## config.mk

```make
export PLATFORM = sky130hd
export DESIGN_NAME = simple_moving_average_flat
export DESIGN_NICKNAME = d
export VERILOG_FILES = /design/src/hdl/sma_pkg.sv /design/src/hdl/sma_if.sv /design/src/hdl/sma_window.sv /design/src/hdl/sma_div.sv /design/src/hdl/simple_moving_average.sv /design/src/flat_wrapper.sv
export VERILOG_INCLUDE_DIRS = /design/src /design/src/hdl
export SDC_FILE = /design/constraint.sdc
export NUM_CORES = 1
export LEC_CHECK = 0
export ABC_CLOCK_PERIOD_IN_PS = 5400
export CORE_MARGIN = 3
export CORE_UTILIZATION = 55
export CTS_BUF_LIST = sky130_fd_sc_hd__clkbuf_4 sky130_fd_sc_hd__clkbuf_8 sky130_fd_sc_hd__clkbuf_16
export CTS_CLUSTER_DIAMETER = 50
export DETAILED_ROUTE_END_ITERATION = 10
export DONT_BUFFER_PORTS = 1
export GPL_TIMING_DRIVEN = 1
export PLACE_DENSITY = 0.8
export SLEW_MARGIN = 25
export SYNTH_ARGS = -nofsm -noshare
export SYNTH_HDL_FRONTEND = slang
export SYNTH_SLANG_ARGS = --single-unit
```

## constraint.sdc

```tcl
create_clock -name clock -period 5.4 [get_ports clock]
set_input_delay 0.81 -clock clock [delete_from_list [all_inputs] [get_ports clock]]
set_output_delay 0.81 -clock clock [all_outputs]
set_load 0.005 [all_outputs]
```

## src/hdl/simple_moving_average_assert.svh

```systemverilog
// ---------------------------------------------------------------------------
// simple moving average assertion macros
// shared assertion forms for the moving average block
// ---------------------------------------------------------------------------
`ifndef SIMPLE_MOVING_AVERAGE_ASSERT_SVH
`define SIMPLE_MOVING_AVERAGE_ASSERT_SVH

// condition holds in the same cycle
`define SMA_ASSERT_SAME(label, cond, expr, msg) \
   label: assert property (@(posedge clock) disable iff (reset) (cond) |-> (expr)) \
      else $error(msg);

// condition implies expression in the next cycle
`define SMA_ASSERT_NEXT(label, cond, expr, msg) \
   label: assert property (@(posedge clock) disable iff (reset) (cond) |=> (expr)) \
      else $error(msg);

`endif

```

## src/hdl/sma_pkg.sv

```systemverilog
// ---------------------------------------------------------------------------
// sma_pkg
// shared constants and types of the moving average block
// ---------------------------------------------------------------------------
package sma_pkg;

   localparam int WIN_DEPTH = 30;
   localparam int ADDR_W    = $clog2(WIN_DEPTH);
   localparam int SAMPLE_W  = 32;
   localparam int LEN_W     = 5;
   localparam int SUM_W     = 37;
   localparam int DIFF_W    = SAMPLE_W + 1;
   localparam int MAG_W     = SUM_W - 1;
   localparam int CNT_W     = $clog2(MAG_W);
   localparam int CSR_AW    = 3;
   localparam int CSR_DW    = 32;

   localparam logic REG_WINDOW_LENGTH = 1'b0;

   typedef logic signed [SAMPLE_W-1:0] sample_type;

   typedef struct packed {
      logic              clear;
      logic              rd_en;
      logic              wr_en;
      logic [ADDR_W-1:0] addr;
   } win_ctl_type;

endpackage

```

## src/hdl/sma_if.sv

```systemverilog
// ---------------------------------------------------------------------------
// sma channel interfaces
// valid/ready channels for requests and averages
// ---------------------------------------------------------------------------
interface sma_req_if;
   logic               valid;
   logic               ready;
   sma_pkg::sample_type sample;

   modport source (output valid, output sample, input ready);
   modport sink   (input valid, input sample, output ready);
endinterface

interface sma_rsp_if;
   logic               valid;
   logic               ready;
   sma_pkg::sample_type average;

   modport source (output valid, output average, input ready);
   modport sink   (input valid, input average, output ready);
endinterface

```

## src/hdl/sma_window.sv

```systemverilog
// ---------------------------------------------------------------------------
// sma_window
// circular sample store with per-slot valid bits, unwritten slots read zero
// ---------------------------------------------------------------------------
module sma_window (
   input  logic                clock,
   input  logic                reset,
   input  sma_pkg::win_ctl_type ctl,
   input  sma_pkg::sample_type  wr_data,
   output sma_pkg::sample_type  rd_data
);

   sma_pkg::sample_type              mem [sma_pkg::WIN_DEPTH];
   logic [sma_pkg::WIN_DEPTH-1:0]    valid_ff;
   logic [sma_pkg::WIN_DEPTH-1:0]    valid_in;
   sma_pkg::sample_type              rd_ff;
   logic                             rd_valid_ff;

   always_comb begin
      valid_in = valid_ff;
      if (ctl.clear) begin
         valid_in = '0;
      end else if (ctl.wr_en) begin
         valid_in[ctl.addr] = 1'b1;
      end
   end

   always_ff @(posedge clock) begin
      if (reset) begin
         valid_ff    <= '0;
         rd_valid_ff <= 1'b0;
      end else begin
         valid_ff <= valid_in;
         if (ctl.rd_en) begin
            rd_valid_ff <= valid_ff[ctl.addr];
         end
      end
   end

   always_ff @(posedge clock) begin
      if (ctl.wr_en) begin
         mem[ctl.addr] <= wr_data;
      end
      if (ctl.rd_en) begin
         rd_ff <= mem[ctl.addr];
      end
   end

   assign rd_data = rd_valid_ff ? rd_ff : '0;

endmodule

```

## src/hdl/sma_div.sv

```systemverilog
// ---------------------------------------------------------------------------
// sma_div
// restoring divider, one quotient bit per cycle, unsigned magnitude
// ---------------------------------------------------------------------------
module sma_div (
   input  logic                         clock,
   input  logic                         reset,
   input  logic                         start,
   input  logic [sma_pkg::MAG_W-1:0]    dividend,
   input  logic [sma_pkg::LEN_W-1:0]    divisor,
   output logic                         done,
   output logic [sma_pkg::SAMPLE_W-1:0] quotient
);

   logic                         busy_ff;
   logic                         busy_in;
   logic                         done_ff;
   logic                         done_in;
   logic [sma_pkg::CNT_W-1:0]    cnt_ff;
   logic [sma_pkg::CNT_W-1:0]    cnt_in;
   logic [sma_pkg::LEN_W-1:0]    rem_ff;
   logic [sma_pkg::LEN_W-1:0]    rem_in;
   logic [sma_pkg::MAG_W-1:0]    dq_ff;
   logic [sma_pkg::MAG_W-1:0]    dq_in;
   logic [sma_pkg::LEN_W:0]      trial;
   logic [sma_pkg::LEN_W:0]      diff;
   logic                         ge;

   always_comb begin
      trial   = {rem_ff, dq_ff[sma_pkg::MAG_W-1]};
      diff    = trial - {1'b0, divisor};
      ge      = trial >= {1'b0, divisor};
      busy_in = busy_ff;
      done_in = 1'b0;
      cnt_in  = cnt_ff;
      rem_in  = rem_ff;
      dq_in   = dq_ff;
      if (start) begin
         busy_in = 1'b1;
         cnt_in  = '0;
         rem_in  = '0;
         dq_in   = dividend;
      end else if (busy_ff) begin
         rem_in = ge ? diff[sma_pkg::LEN_W-1:0] : trial[sma_pkg::LEN_W-1:0];
         dq_in  = {dq_ff[sma_pkg::MAG_W-2:0], ge};
         cnt_in = cnt_ff + 1'b1;
         if (cnt_ff == sma_pkg::CNT_W'(sma_pkg::MAG_W - 1)) begin
            busy_in = 1'b0;
            done_in = 1'b1;
         end
      end
   end

   always_ff @(posedge clock) begin
      if (reset) begin
         busy_ff <= 1'b0;
         done_ff <= 1'b0;
         cnt_ff  <= '0;
      end else begin
         busy_ff <= busy_in;
         done_ff <= done_in;
         cnt_ff  <= cnt_in;
      end
   end

   always_ff @(posedge clock) begin
      rem_ff <= rem_in;
      dq_ff  <= dq_in;
   end

   assign done     = done_ff;
   assign quotient = dq_ff[sma_pkg::SAMPLE_W-1:0];

endmodule

```

## src/hdl/simple_moving_average.sv

```systemverilog
// ---------------------------------------------------------------------------
// simple_moving_average
// moving average of signed 32-bit samples over a window of 1 to 30 slots
// ---------------------------------------------------------------------------
// usage
//   req_if carries one signed sample per request; rsp_if returns one
//   average per request, the window sum divided by the window length,
//   truncated toward zero. unwritten slots count as zero.
//   the apb port holds window_length at address 0 (reset value 1); a write
//   of 1 to 30 in pwdata[4:0] sets it and clears the window; others do not.
// timing
//   a request is taken only in idle; it then passes the states read, sum,
//   start, div and done, and the average becomes valid as the block returns
//   to idle, where the next request can be taken at once. the div state lasts
//   while the restoring divider (36 quotient bits, one per cycle) runs.
// reset and stall
//   synchronous reset clears the window, write position and sum, and sets
//   the length to 1. the average waits in an output register; a new request
//   is accepted while it waits, and a later average is held back until it
//   is taken.
// ---------------------------------------------------------------------------
`include "simple_moving_average_assert.svh"

module simple_moving_average (
   input  logic                          clock,
   input  logic                          reset,
   sma_req_if.sink                       req_if,
   sma_rsp_if.source                     rsp_if,
   input  logic                          psel,
   input  logic                          penable,
   input  logic                          pwrite,
   input  logic [sma_pkg::CSR_AW-1:0]    paddr,
   input  logic [sma_pkg::CSR_DW-1:0]    pwdata,
   output logic [sma_pkg::CSR_DW-1:0]    prdata,
   output logic                          pready
);

   localparam logic [2:0] S_IDLE  = 3'd0;
   localparam logic [2:0] S_READ  = 3'd1;
   localparam logic [2:0] S_SUM   = 3'd2;
   localparam logic [2:0] S_START = 3'd3;
   localparam logic [2:0] S_DIV   = 3'd4;
   localparam logic [2:0] S_DONE  = 3'd5;

   logic [2:0]                        state_ff;
   logic [2:0]                        state_in;
   sma_pkg::sample_type               sample_ff;
   sma_pkg::sample_type               sample_in;
   logic signed [sma_pkg::DIFF_W-1:0] diff_ff;
   logic signed [sma_pkg::DIFF_W-1:0] diff_in;
   logic signed [sma_pkg::SUM_W-1:0]  sum_ff;
   logic signed [sma_pkg::SUM_W-1:0]  sum_in;
   logic [sma_pkg::ADDR_W-1:0]        pos_ff;
   logic [sma_pkg::ADDR_W-1:0]        pos_in;
   logic [sma_pkg::LEN_W-1:0]         length_ff;
   logic [sma_pkg::LEN_W-1:0]         length_in;
   logic                              neg_ff;
   logic                              neg_in;
   logic [sma_pkg::SAMPLE_W-1:0]      quot_ff;
   logic [sma_pkg::SAMPLE_W-1:0]      quot_in;
   logic                              rsp_valid_ff;
   logic                              rsp_valid_in;
   sma_pkg::sample_type               avg_ff;
   sma_pkg::sample_type               avg_in;

   logic                              req_take;
   logic                              cfg_wr;
   logic [sma_pkg::LEN_W-1:0]         cfg_len;
   logic                              cfg_load;
   sma_pkg::win_ctl_type              win_ctl;
   sma_pkg::sample_type               old_sample;
   logic                              div_start;
   logic                              div_done;
   logic [sma_pkg::SUM_W-1:0]         sum_abs;
   logic [sma_pkg::SAMPLE_W-1:0]      div_quot;

   assign req_take = req_if.valid && req_if.ready;
   assign cfg_wr   = psel && penable && pwrite && pready;
   assign cfg_len  = pwdata[sma_pkg::LEN_W-1:0];
   assign cfg_load = cfg_wr && (paddr[2] == sma_pkg::REG_WINDOW_LENGTH) &&
                     (cfg_len != '0) && (cfg_len <= sma_pkg::LEN_W'(sma_pkg::WIN_DEPTH));

   assign pready = 1'b1;
   assign prdata = {{(sma_pkg::CSR_DW - sma_pkg::LEN_W){1'b0}}, length_ff};

   assign win_ctl.clear = cfg_load;
   assign win_ctl.rd_en = req_take;
   assign win_ctl.wr_en = (state_ff == S_SUM);
   assign win_ctl.addr  = pos_ff;

   assign div_start = (state_ff == S_START);
   assign sum_abs   = sum_ff[sma_pkg::SUM_W-1] ? -sum_ff : sum_ff;

   sma_window u_window (
      .clock   (clock),
      .reset   (reset),
      .ctl     (win_ctl),
      .wr_data (sample_ff),
      .rd_data (old_sample)
   );

   sma_div u_div (
      .clock    (clock),
      .reset    (reset),
      .start    (div_start),
      .dividend (sum_abs[sma_pkg::MAG_W-1:0]),
      .divisor  (length_ff),
      .done     (div_done),
      .quotient (div_quot)
   );

   always_comb begin
      state_in     = state_ff;
      sample_in    = sample_ff;
      diff_in      = diff_ff;
      sum_in       = sum_ff;
      pos_in       = pos_ff;
      length_in    = length_ff;
      neg_in       = neg_ff;
      quot_in      = quot_ff;
      avg_in       = avg_ff;
      rsp_valid_in = rsp_valid_ff && !rsp_if.ready;
      case (state_ff)
         S_IDLE: begin
            if (req_take) begin
               sample_in = req_if.sample;
               state_in  = S_READ;
            end
         end
         S_READ: begin
            diff_in  = sma_pkg::DIFF_W'(sample_ff) - sma_pkg::DIFF_W'(old_sample);
            state_in = S_SUM;
         end
         S_SUM: begin
            sum_in = sum_ff + sma_pkg::SUM_W'(diff_ff);
            if (pos_ff == sma_pkg::ADDR_W'(length_ff - 1'b1)) begin
               pos_in = '0;
            end else begin
               pos_in = pos_ff + 1'b1;
            end
            state_in = S_START;
         end
         S_START: begin
            neg_in   = sum_ff[sma_pkg::SUM_W-1];
            state_in = S_DIV;
         end
         S_DIV: begin
            if (div_done) begin
               quot_in  = div_quot;
               state_in = S_DONE;
            end
         end
         S_DONE: begin
            if (!rsp_valid_ff || rsp_if.ready) begin
               avg_in       = neg_ff ? -quot_ff : quot_ff;
               rsp_valid_in = 1'b1;
               state_in     = S_IDLE;
            end
         end
         default: begin
            state_in = S_IDLE;
         end
      endcase
      if (cfg_load) begin
         length_in = cfg_len;
         sum_in    = '0;
         pos_in    = '0;
      end
   end

   always_ff @(posedge clock) begin
      if (reset) begin
         state_ff     <= S_IDLE;
         sum_ff       <= '0;
         pos_ff       <= '0;
         length_ff    <= sma_pkg::LEN_W'(1);
         rsp_valid_ff <= 1'b0;
      end else begin
         state_ff     <= state_in;
         sum_ff       <= sum_in;
         pos_ff       <= pos_in;
         length_ff    <= length_in;
         rsp_valid_ff <= rsp_valid_in;
      end
   end

   always_ff @(posedge clock) begin
      sample_ff <= sample_in;
      diff_ff   <= diff_in;
      neg_ff    <= neg_in;
      quot_ff   <= quot_in;
      avg_ff    <= avg_in;
   end

   assign req_if.ready   = (state_ff == S_IDLE);
   assign rsp_if.valid   = rsp_valid_ff;
   assign rsp_if.average = avg_ff;

   `SMA_ASSERT_NEXT(a_take_reads, req_take, state_ff == S_READ,
                    "accepted request did not start a window read")
   `SMA_ASSERT_SAME(a_pos_in_window, 1'b1, pos_ff < sma_pkg::ADDR_W'(length_ff),
                    "write position outside window")
   `SMA_ASSERT_SAME(a_len_range, 1'b1,
                    (length_ff != '0) && (length_ff <= sma_pkg::LEN_W'(sma_pkg::WIN_DEPTH)),
                    "window length out of range")
   `SMA_ASSERT_SAME(a_done_in_div, div_done, state_ff == S_DIV,
                    "divider finished outside divide state")

endmodule
```

## src/flat_wrapper.sv

```systemverilog
// flat-port wrapper written by rule: the top's interface ports become plain ports
module simple_moving_average_flat 
  (clock, reset, psel, penable, pwrite, paddr, pwdata, prdata, pready, req_if_valid, req_if_sample, req_if_ready, rsp_if_valid, rsp_if_average, rsp_if_ready);
  sma_req_if req_if_i ();
  sma_rsp_if rsp_if_i ();
  input  logic clock;
  input  logic reset;
  input  logic psel;
  input  logic penable;
  input  logic pwrite;
  input  logic [sma_pkg::CSR_AW-1:0] paddr;
  input  logic [sma_pkg::CSR_DW-1:0] pwdata;
  output logic [sma_pkg::CSR_DW-1:0] prdata;
  output logic pready;
  input wire logic [$bits(req_if_i.valid)-1:0] req_if_valid;
  input wire logic [$bits(req_if_i.sample)-1:0] req_if_sample;
  output wire logic [$bits(req_if_i.ready)-1:0] req_if_ready;
  output wire logic [$bits(rsp_if_i.valid)-1:0] rsp_if_valid;
  output wire logic [$bits(rsp_if_i.average)-1:0] rsp_if_average;
  input wire logic [$bits(rsp_if_i.ready)-1:0] rsp_if_ready;
  assign req_if_i.valid = req_if_valid;
  assign req_if_i.sample = req_if_sample;
  assign req_if_ready = req_if_i.ready;
  assign rsp_if_valid = rsp_if_i.valid;
  assign rsp_if_average = rsp_if_i.average;
  assign rsp_if_i.ready = rsp_if_ready;
  simple_moving_average u_core (.clock(clock), .reset(reset), .req_if(req_if_i), .rsp_if(rsp_if_i), .psel(psel), .penable(penable), .pwrite(pwrite), .paddr(paddr), .pwdata(pwdata), .prdata(prdata), .pready(pready));
endmodule
```

### After elaboration in Yosys (flattened, before gate mapping)

Memories as Yosys holds them, arrays and structs flattened. A register that Yosys moved wholly into a read port is not among the register bits.
Index checks and enable logic that the tools add are counted.

* output and inout port bits: 67
* word-level logic and storage cells: 87
* memories kept: 1
* register bits after elaboration: 261
* input port bits: 74
* memory bits (writable): 960

* equal/unequal tests: 10
* bitwise logic cells: 3
* add/subtract/negate cells: 8
* reduce and logical (&&, ||, !) cells: 21
* muxes and demuxes: 23
* $lt $le $gt $ge: 4

Memories
* u_core.u_window.mem: depth 30, width 32, rd ports 1, clocked after Yosys merged registers in 1, write ports 1, RTL line sma_window.sv:13 `sma_pkg::sample_type mem [sma_pkg::WIN_DEPTH];`

Operator list (count)
* $mux W36: 3
* $mux W32: 2
* $add A37 B33 Y37: 1
* $neg A36 Y36: 1
* $sub A32 B32 Y33: 1
* $neg A32 Y32: 1
* $or A30 B30 Y30: 1
* $pmux W3 S6: 1
* $mux W1: 10
* $mux W5: 2
* $mux W3: 3
* $logic_and A1 B1 Y1: 8
* $add A6 B1 Y6 const B: 1
* $eq A3 B2 Y1 const B: 2
* $eq A3 B3 Y1 const B: 2
* $eq A6 B6 Y1 const B: 1
* $ge A6 B5 Y1: 1
* $lt A5 B6 Y1 const B: 1
* $reduce_and A2 Y1: 3
* $add A5 B1 Y5 const B: 1
* $bmux W1 S5: 1
* $demux W1 S5: 1
* $eq A5 B5 Y1: 1
* $ge A5 B1 Y1 const B: 1
* other kinds (15): 19

### Logic depth before layout (Yosys ltp)

* word-level depth: 6
* gate-level depth with buffers: 12

### Hierarchy

Synthesis repeated with hierarchy kept, for this count alone.

* cell total of the unflattened synthesis: 3044
* area total of the unflattened synthesis: 52248.9 um^2

Modules (own cells, without submodules)
* sma_window: cells each 1716, seq. area each 30409.2 um^2, area an instance 38655.8 um^2, times used 1
* simple_moving_average: cells each 1129, seq. area each 4924.7 um^2, area an instance 11081.9 um^2, times used 1
* sma_div: cells each 199, seq. area each 1341.3 um^2, area an instance 2511.2 um^2, times used 1

### Worst setup path before layout

OpenSTA, ideal clock, no wires.

* path kind: flip-flop to flip-flop
* start point: register u_core.state_ff[2]
* end point: register u_core.quot_ff[0] (netlist bit) (enable)
* cell stages (with the launch flop): 3
* clock period less this slack: 4171 ps
* data required time: 4898 ps
* library setup time: 502 ps
* slack: 1229 ps
* arrival time: 3669 ps
* cells stage by stage: dfxtp_1 -> clkbuf_1 -> nor4bb_1

* word-level cells in the longest chain between the ends: 2

Ends and longest elaborated chain
* from (decl): RTL line simple_moving_average.sv:45 `logic [2:0] state_ff;`
* from (signal assigned): RTL line simple_moving_average.sv:179 `state_ff <= state_in;`
* $eq A3 B3 Y1: RTL line simple_moving_average.sv:123 `case (state_ff)`
* $reduce_and A2 Y1 (no line)
* to (signal assigned): RTL line simple_moving_average.sv:191 `quot_ff <= quot_in;`
* to (decl): RTL line simple_moving_average.sv:59 `logic [sma_pkg::SAMPLE_W-1:0] quot_ff;`

No other way between the ends.
A chain may end at the register's enable or synchronous reset.

### Worst setup path after layout

* start point: register u_core.u_window.rd_valid_ff
* end point: register u_core.diff_ff[26] (netlist bit), data pin

* word-level cells in the longest chain between the ends: 2

Ends and longest elaborated chain
* from (decl): RTL line sma_window.sv:17 `logic rd_valid_ff;`
* from (signal assigned): RTL line sma_window.sv:35 `rd_valid_ff <= valid_ff[ctl.addr];`
* $mux W32: RTL line sma_window.sv:49 `assign rd_data = rd_valid_ff ? rd_ff : '0;`
* $sub A32 B32 Y33: RTL line simple_moving_average.sv:131 `diff_in = sma_pkg::DIFF_W'(sample_ff) - sma_pkg::DIFF_W'(old_sample);`
* to (signal assigned): RTL line simple_moving_average.sv:189 `diff_ff <= diff_in;`
* to (decl): RTL line simple_moving_average.sv:49 `logic signed [sma_pkg::DIFF_W-1:0] diff_ff;`

No other way between the ends.

==> out/qor.txt <==
Core Footprint: 92,100 µm²
WL met3: 13,700 µm
post-CTS sizing: 0
clk_skew: 0.0597 ns
Ys Warns: 0
largest net degree at the start of global routing: 132
Slew @ Worst Pin: 1.12 ns
crit path cell chain: and2_1 -> ha_1 -> fa_1 -> nor2b_1 -> o21ai_0 -> a21oi_1 -> o2111ai_1 -> a21oi_1 -> o21a_1 -> a41o_1 -> a2111o_1 -> nand3_1
H-tree depth: 4
worst reg-to-reg setup slack: 1.21 ns
first-pass GRT wire length: 187,000 µm
endpoints failing setup: 0
final period utilization: 0.776
Worst Path Buf+Inv: 0
CTS tree: yes
top cells by area, synth: edfxtp_1 68%, mux4_2 10%, dfxtp_1 3.7%
vias in the first global route: 29,100
mux contribution to synthesized area: 0.110
final slew viol count: 0
initial antenna violation count: 7
CTS Buffer Depth: 3
Distinct cells, synth: 73
routed vias/inst: 6.58
final hold violations: 0
leakage power: 0.0184 µW
crit path from: u_core.u_window.rd_valid_ff
hold-fix buffer count after cts: 0
CP max FO: 17
DRT Wirelength: 127,000 µm
Post-DRT Antenna Nets: 0
R2R Path End: u_core.diff_ff[26]
clock-pin slew on the worst setup and hold paths: 0.06 ns
First-pass DRT Iterations: 6
min cycle time layout: 4.19 ns
FILL cells: 5,995
routed len/inst: 28.6 µm
maxcap violations: 0
post-CTS setup buffer count: 0
Top FF cell, synth: edfxtp_1
register bit total from synthesis: 1,253
Max Fclk: 0.239 GHz
Synth Area in Compound Gates: 0.0613
Worst Min Path Start: req_if_sample[0]
sequential area share after synthesis: 0.715
Async S/R FF share, synth: 0
share of cells above drive strength 1: 0.189
DRT iter0 DRCs: 3,731
top layer used by detailed routing: met5
Via Count: 29,200
Nets: 3,254
Post-Synth Adder-Cell Area: 0.0209
Synth Instances: 3,013
Crit path largest cell delay: 0.84 ns
FF-to-FF path depth: 12
row count: 111
Final TNS setup: 0 ns
Num CTS Buffers: 130
detailed-placement wirelength estimate: 71,500 µm
crit-path most repeated cell: a21oi_1
num ports: 141
simple-gate share of the synthesized area: 0.0527
PD cells: 382 nW/µm²
Min-Delay Path Class: primary input to register
Setup crit end: u_core.diff_ff[26]
routability cong.: 0.895
critical path's slowest cell: dfxtp_1
Top delay family on crit path: compound AO/OA/AOI/OAI gates
clk_lat worst skew: 0.76 ns
Starting Density: 0.557
Routed met1 length: 45,600 µm
xor/xnor share of the synthesized area: 0.0226
Area Growth Syn to Fin: 12.5%
Worst setup SP type: register
IO Port Bufs: 0
DRC violations left: 0
peak supply drop: 404 µV
Critical Path Stages: 12
share of Yosys cell area claimed by the top area cell type: 0.678
CTS sink count: 1,253
max_slew headroom: 0.253
largest family of logic cells by synthesized area: multiplexers
number of synthesized flops with an enable pin: 1,158
Root Driver: clkbuf_16
die height: 311 µm
required time of the critical path: 6.00 ns
total power: 22,100 µW
grt ovf: 0
RSZ-0062 raised after global routing: false
status: finished clean
die area: 96,900 µm²
post-synth top area cell: edfxtp_1
crit end category: register
All-Layer GR Usage: 0.261
Synth Cell Area: 51,300 µm²
Reg-to-Reg Start: u_core.u_window.rd_valid_ff
Arr. time, crit path: 4.79 ns
Setup CP Type: register to register
Syn Area/Cell: 17.0 µm²
die width: 311 µm
Met2 Routed Length: 62,100 µm
[layer usage]
metal  vias to the layer above  track usage
met2                      2006        0.419
met3                       388       0.0672
li1                      12100            -
met1                     14700        0.339
met5                         -            0
met4                         6        0.120
[flip-flops by register name, summed over array words and instances, names as in the netlist]
| register | flops |
|---|---|
| u_core.state_ff | 3 |
| u_core.quot_ff | 32 |
| u_core.u_div.busy_ff | 1 |
| u_core.u_window.mem | 960 |
| u_core.neg_ff | 1 |
| u_core.sample_ff | 32 |
| u_core.u_window.rd_valid_ff | 1 |
| u_core.u_div.rem_ff | 5 |
| u_core.u_div.cnt_ff | 6 |
| u_core.rsp_if.average | 32 |
| u_core.length_ff | 5 |
| u_core.sum_ff | 37 |
| u_core.u_window.rd_ff | 32 |
| u_core.u_window.valid_ff | 30 |
| u_core.pos_ff | 5 |
| u_core.diff_ff | 33 |
| u_core.rsp_if.valid | 1 |
| u_core.u_div.dq_ff | 36 |
| u_core.u_div.done | 1 |
[worst register-to-register path, cell delays in order (launching register included)]
cell and delay (ns):
dfxtp_1 0.84, and2_1 0.25, ha_1 0.21, fa_1 0.26, nor2b_1 0.08, o21ai_0 0.37, a21oi_1 0.19, o2111ai_1 0.40
a21oi_1 0.26, o21a_1 0.28, a41o_1 0.34, a2111o_1 0.46, nand3_1 0.09
[cells in the final DEF, fill, tap and decap left out, types with 40 or more instances in the layout]
master	count
mux2i_1	42
buf_4	70
inv_1	40
nand2_1	192
clkbuf_16	133
nand4_1	53
mux4_2	231
xor2_1	54
nor2_1	138
a22oi_1	100
o21ai_0	98
a21oi_1	131
dfxtp_1	93
ha_1	81
xnor2_1	78
edfxtp_1	1158
[kinds of logic after synthesis]
kind of cell,count (synthesis)
muxes,273
and+or+nand+nor,574
other,2
DFF,1253
AOI/OAI and AO/OA,488
adders and majority gates,84
xor gates and xnor gates,132
buffers and inverters,207
[synthesized netlist by cell type (4+ instances only)]
cell / instances
edfxtp_1: 1158
mux4_2: 231
nand2_1: 193
nor2_1: 172
a21oi_1: 131
clkbuf_1: 106
a22oi_1: 100
o21ai_0: 98
dfxtp_1: 95
ha_1: 81
xnor2_1: 78
xor2_1: 54
nand4_1: 53
mux2i_1: 42
inv_1: 40
a21o_1: 35
buf_1: 32
nand3_1: 29
buf_4: 28
nor3_1: 26
o31ai_1: 24
nor2b_1: 16
o21a_1: 14
nand2b_1: 13
or4_1: 12
a31oi_1: 11
o41ai_1: 11
and2_1: 10
and3_1: 8
a211oi_1: 7
or3_1: 7
nor4_1: 6
o21ai_1: 6
o21bai_1: 6
or2_2: 6
a211o_1: 5
o211ai_1: 5
a21boi_0: 4
and4_1: 4
or4_4: 4
[where the power goes]
group | switching, µW | internal, µW
Combinational | 1260 | 855
Sequential | 209 | 10900
Clock | 3790 | 5020
[metrics by stage]
stage               instances  instance area (µm²)  setup slack, ns   util  hold slack, ns
finish                   4438                57700             1.21  0.626           0.143
global route             4436                57700             1.02  0.626           0.109
global placement         4190                53100             1.62  0.576           0.440
CTS                      4427                57500             1.35  0.625           0.108
detailed placement       4198                53300             1.47  0.579           0.434
floorplan                3039                51400             1.23      -           0.426
[cell type report]
cell class                 instances  area [µm²]  area share
inverter                          41         154     0.00267
multi-input combinational       1579       14100       0.244
antenna                            2        5.00   0.0000868
sequential                      1253       36700       0.636
clock inverter                    65         659      0.0114
timing repair buffer              91         947      0.0164
tap                             1243        1560      0.0270
clock buffer                     164        3590      0.0622
[how the worst min path moves through the flow]
| stage | endpoint | slack (ns) | cells after the start |
|---|---|---|---|
| CTS | u_core.length_ff[4] | 0.11 | 1 |
| global placement | u_core.quot_ff[3] | 0.44 | 0 |
| detailed placement | u_core.quot_ff[13] | 0.43 | 0 |
| floorplan | u_core.quot_ff[0] | 0.43 | 0 |
| global route | u_core.sample_ff[0] | 0.11 | 0 |
| finish | u_core.sample_ff[0] | 0.14 | 0 |
(Power assumes the default switching activity.)
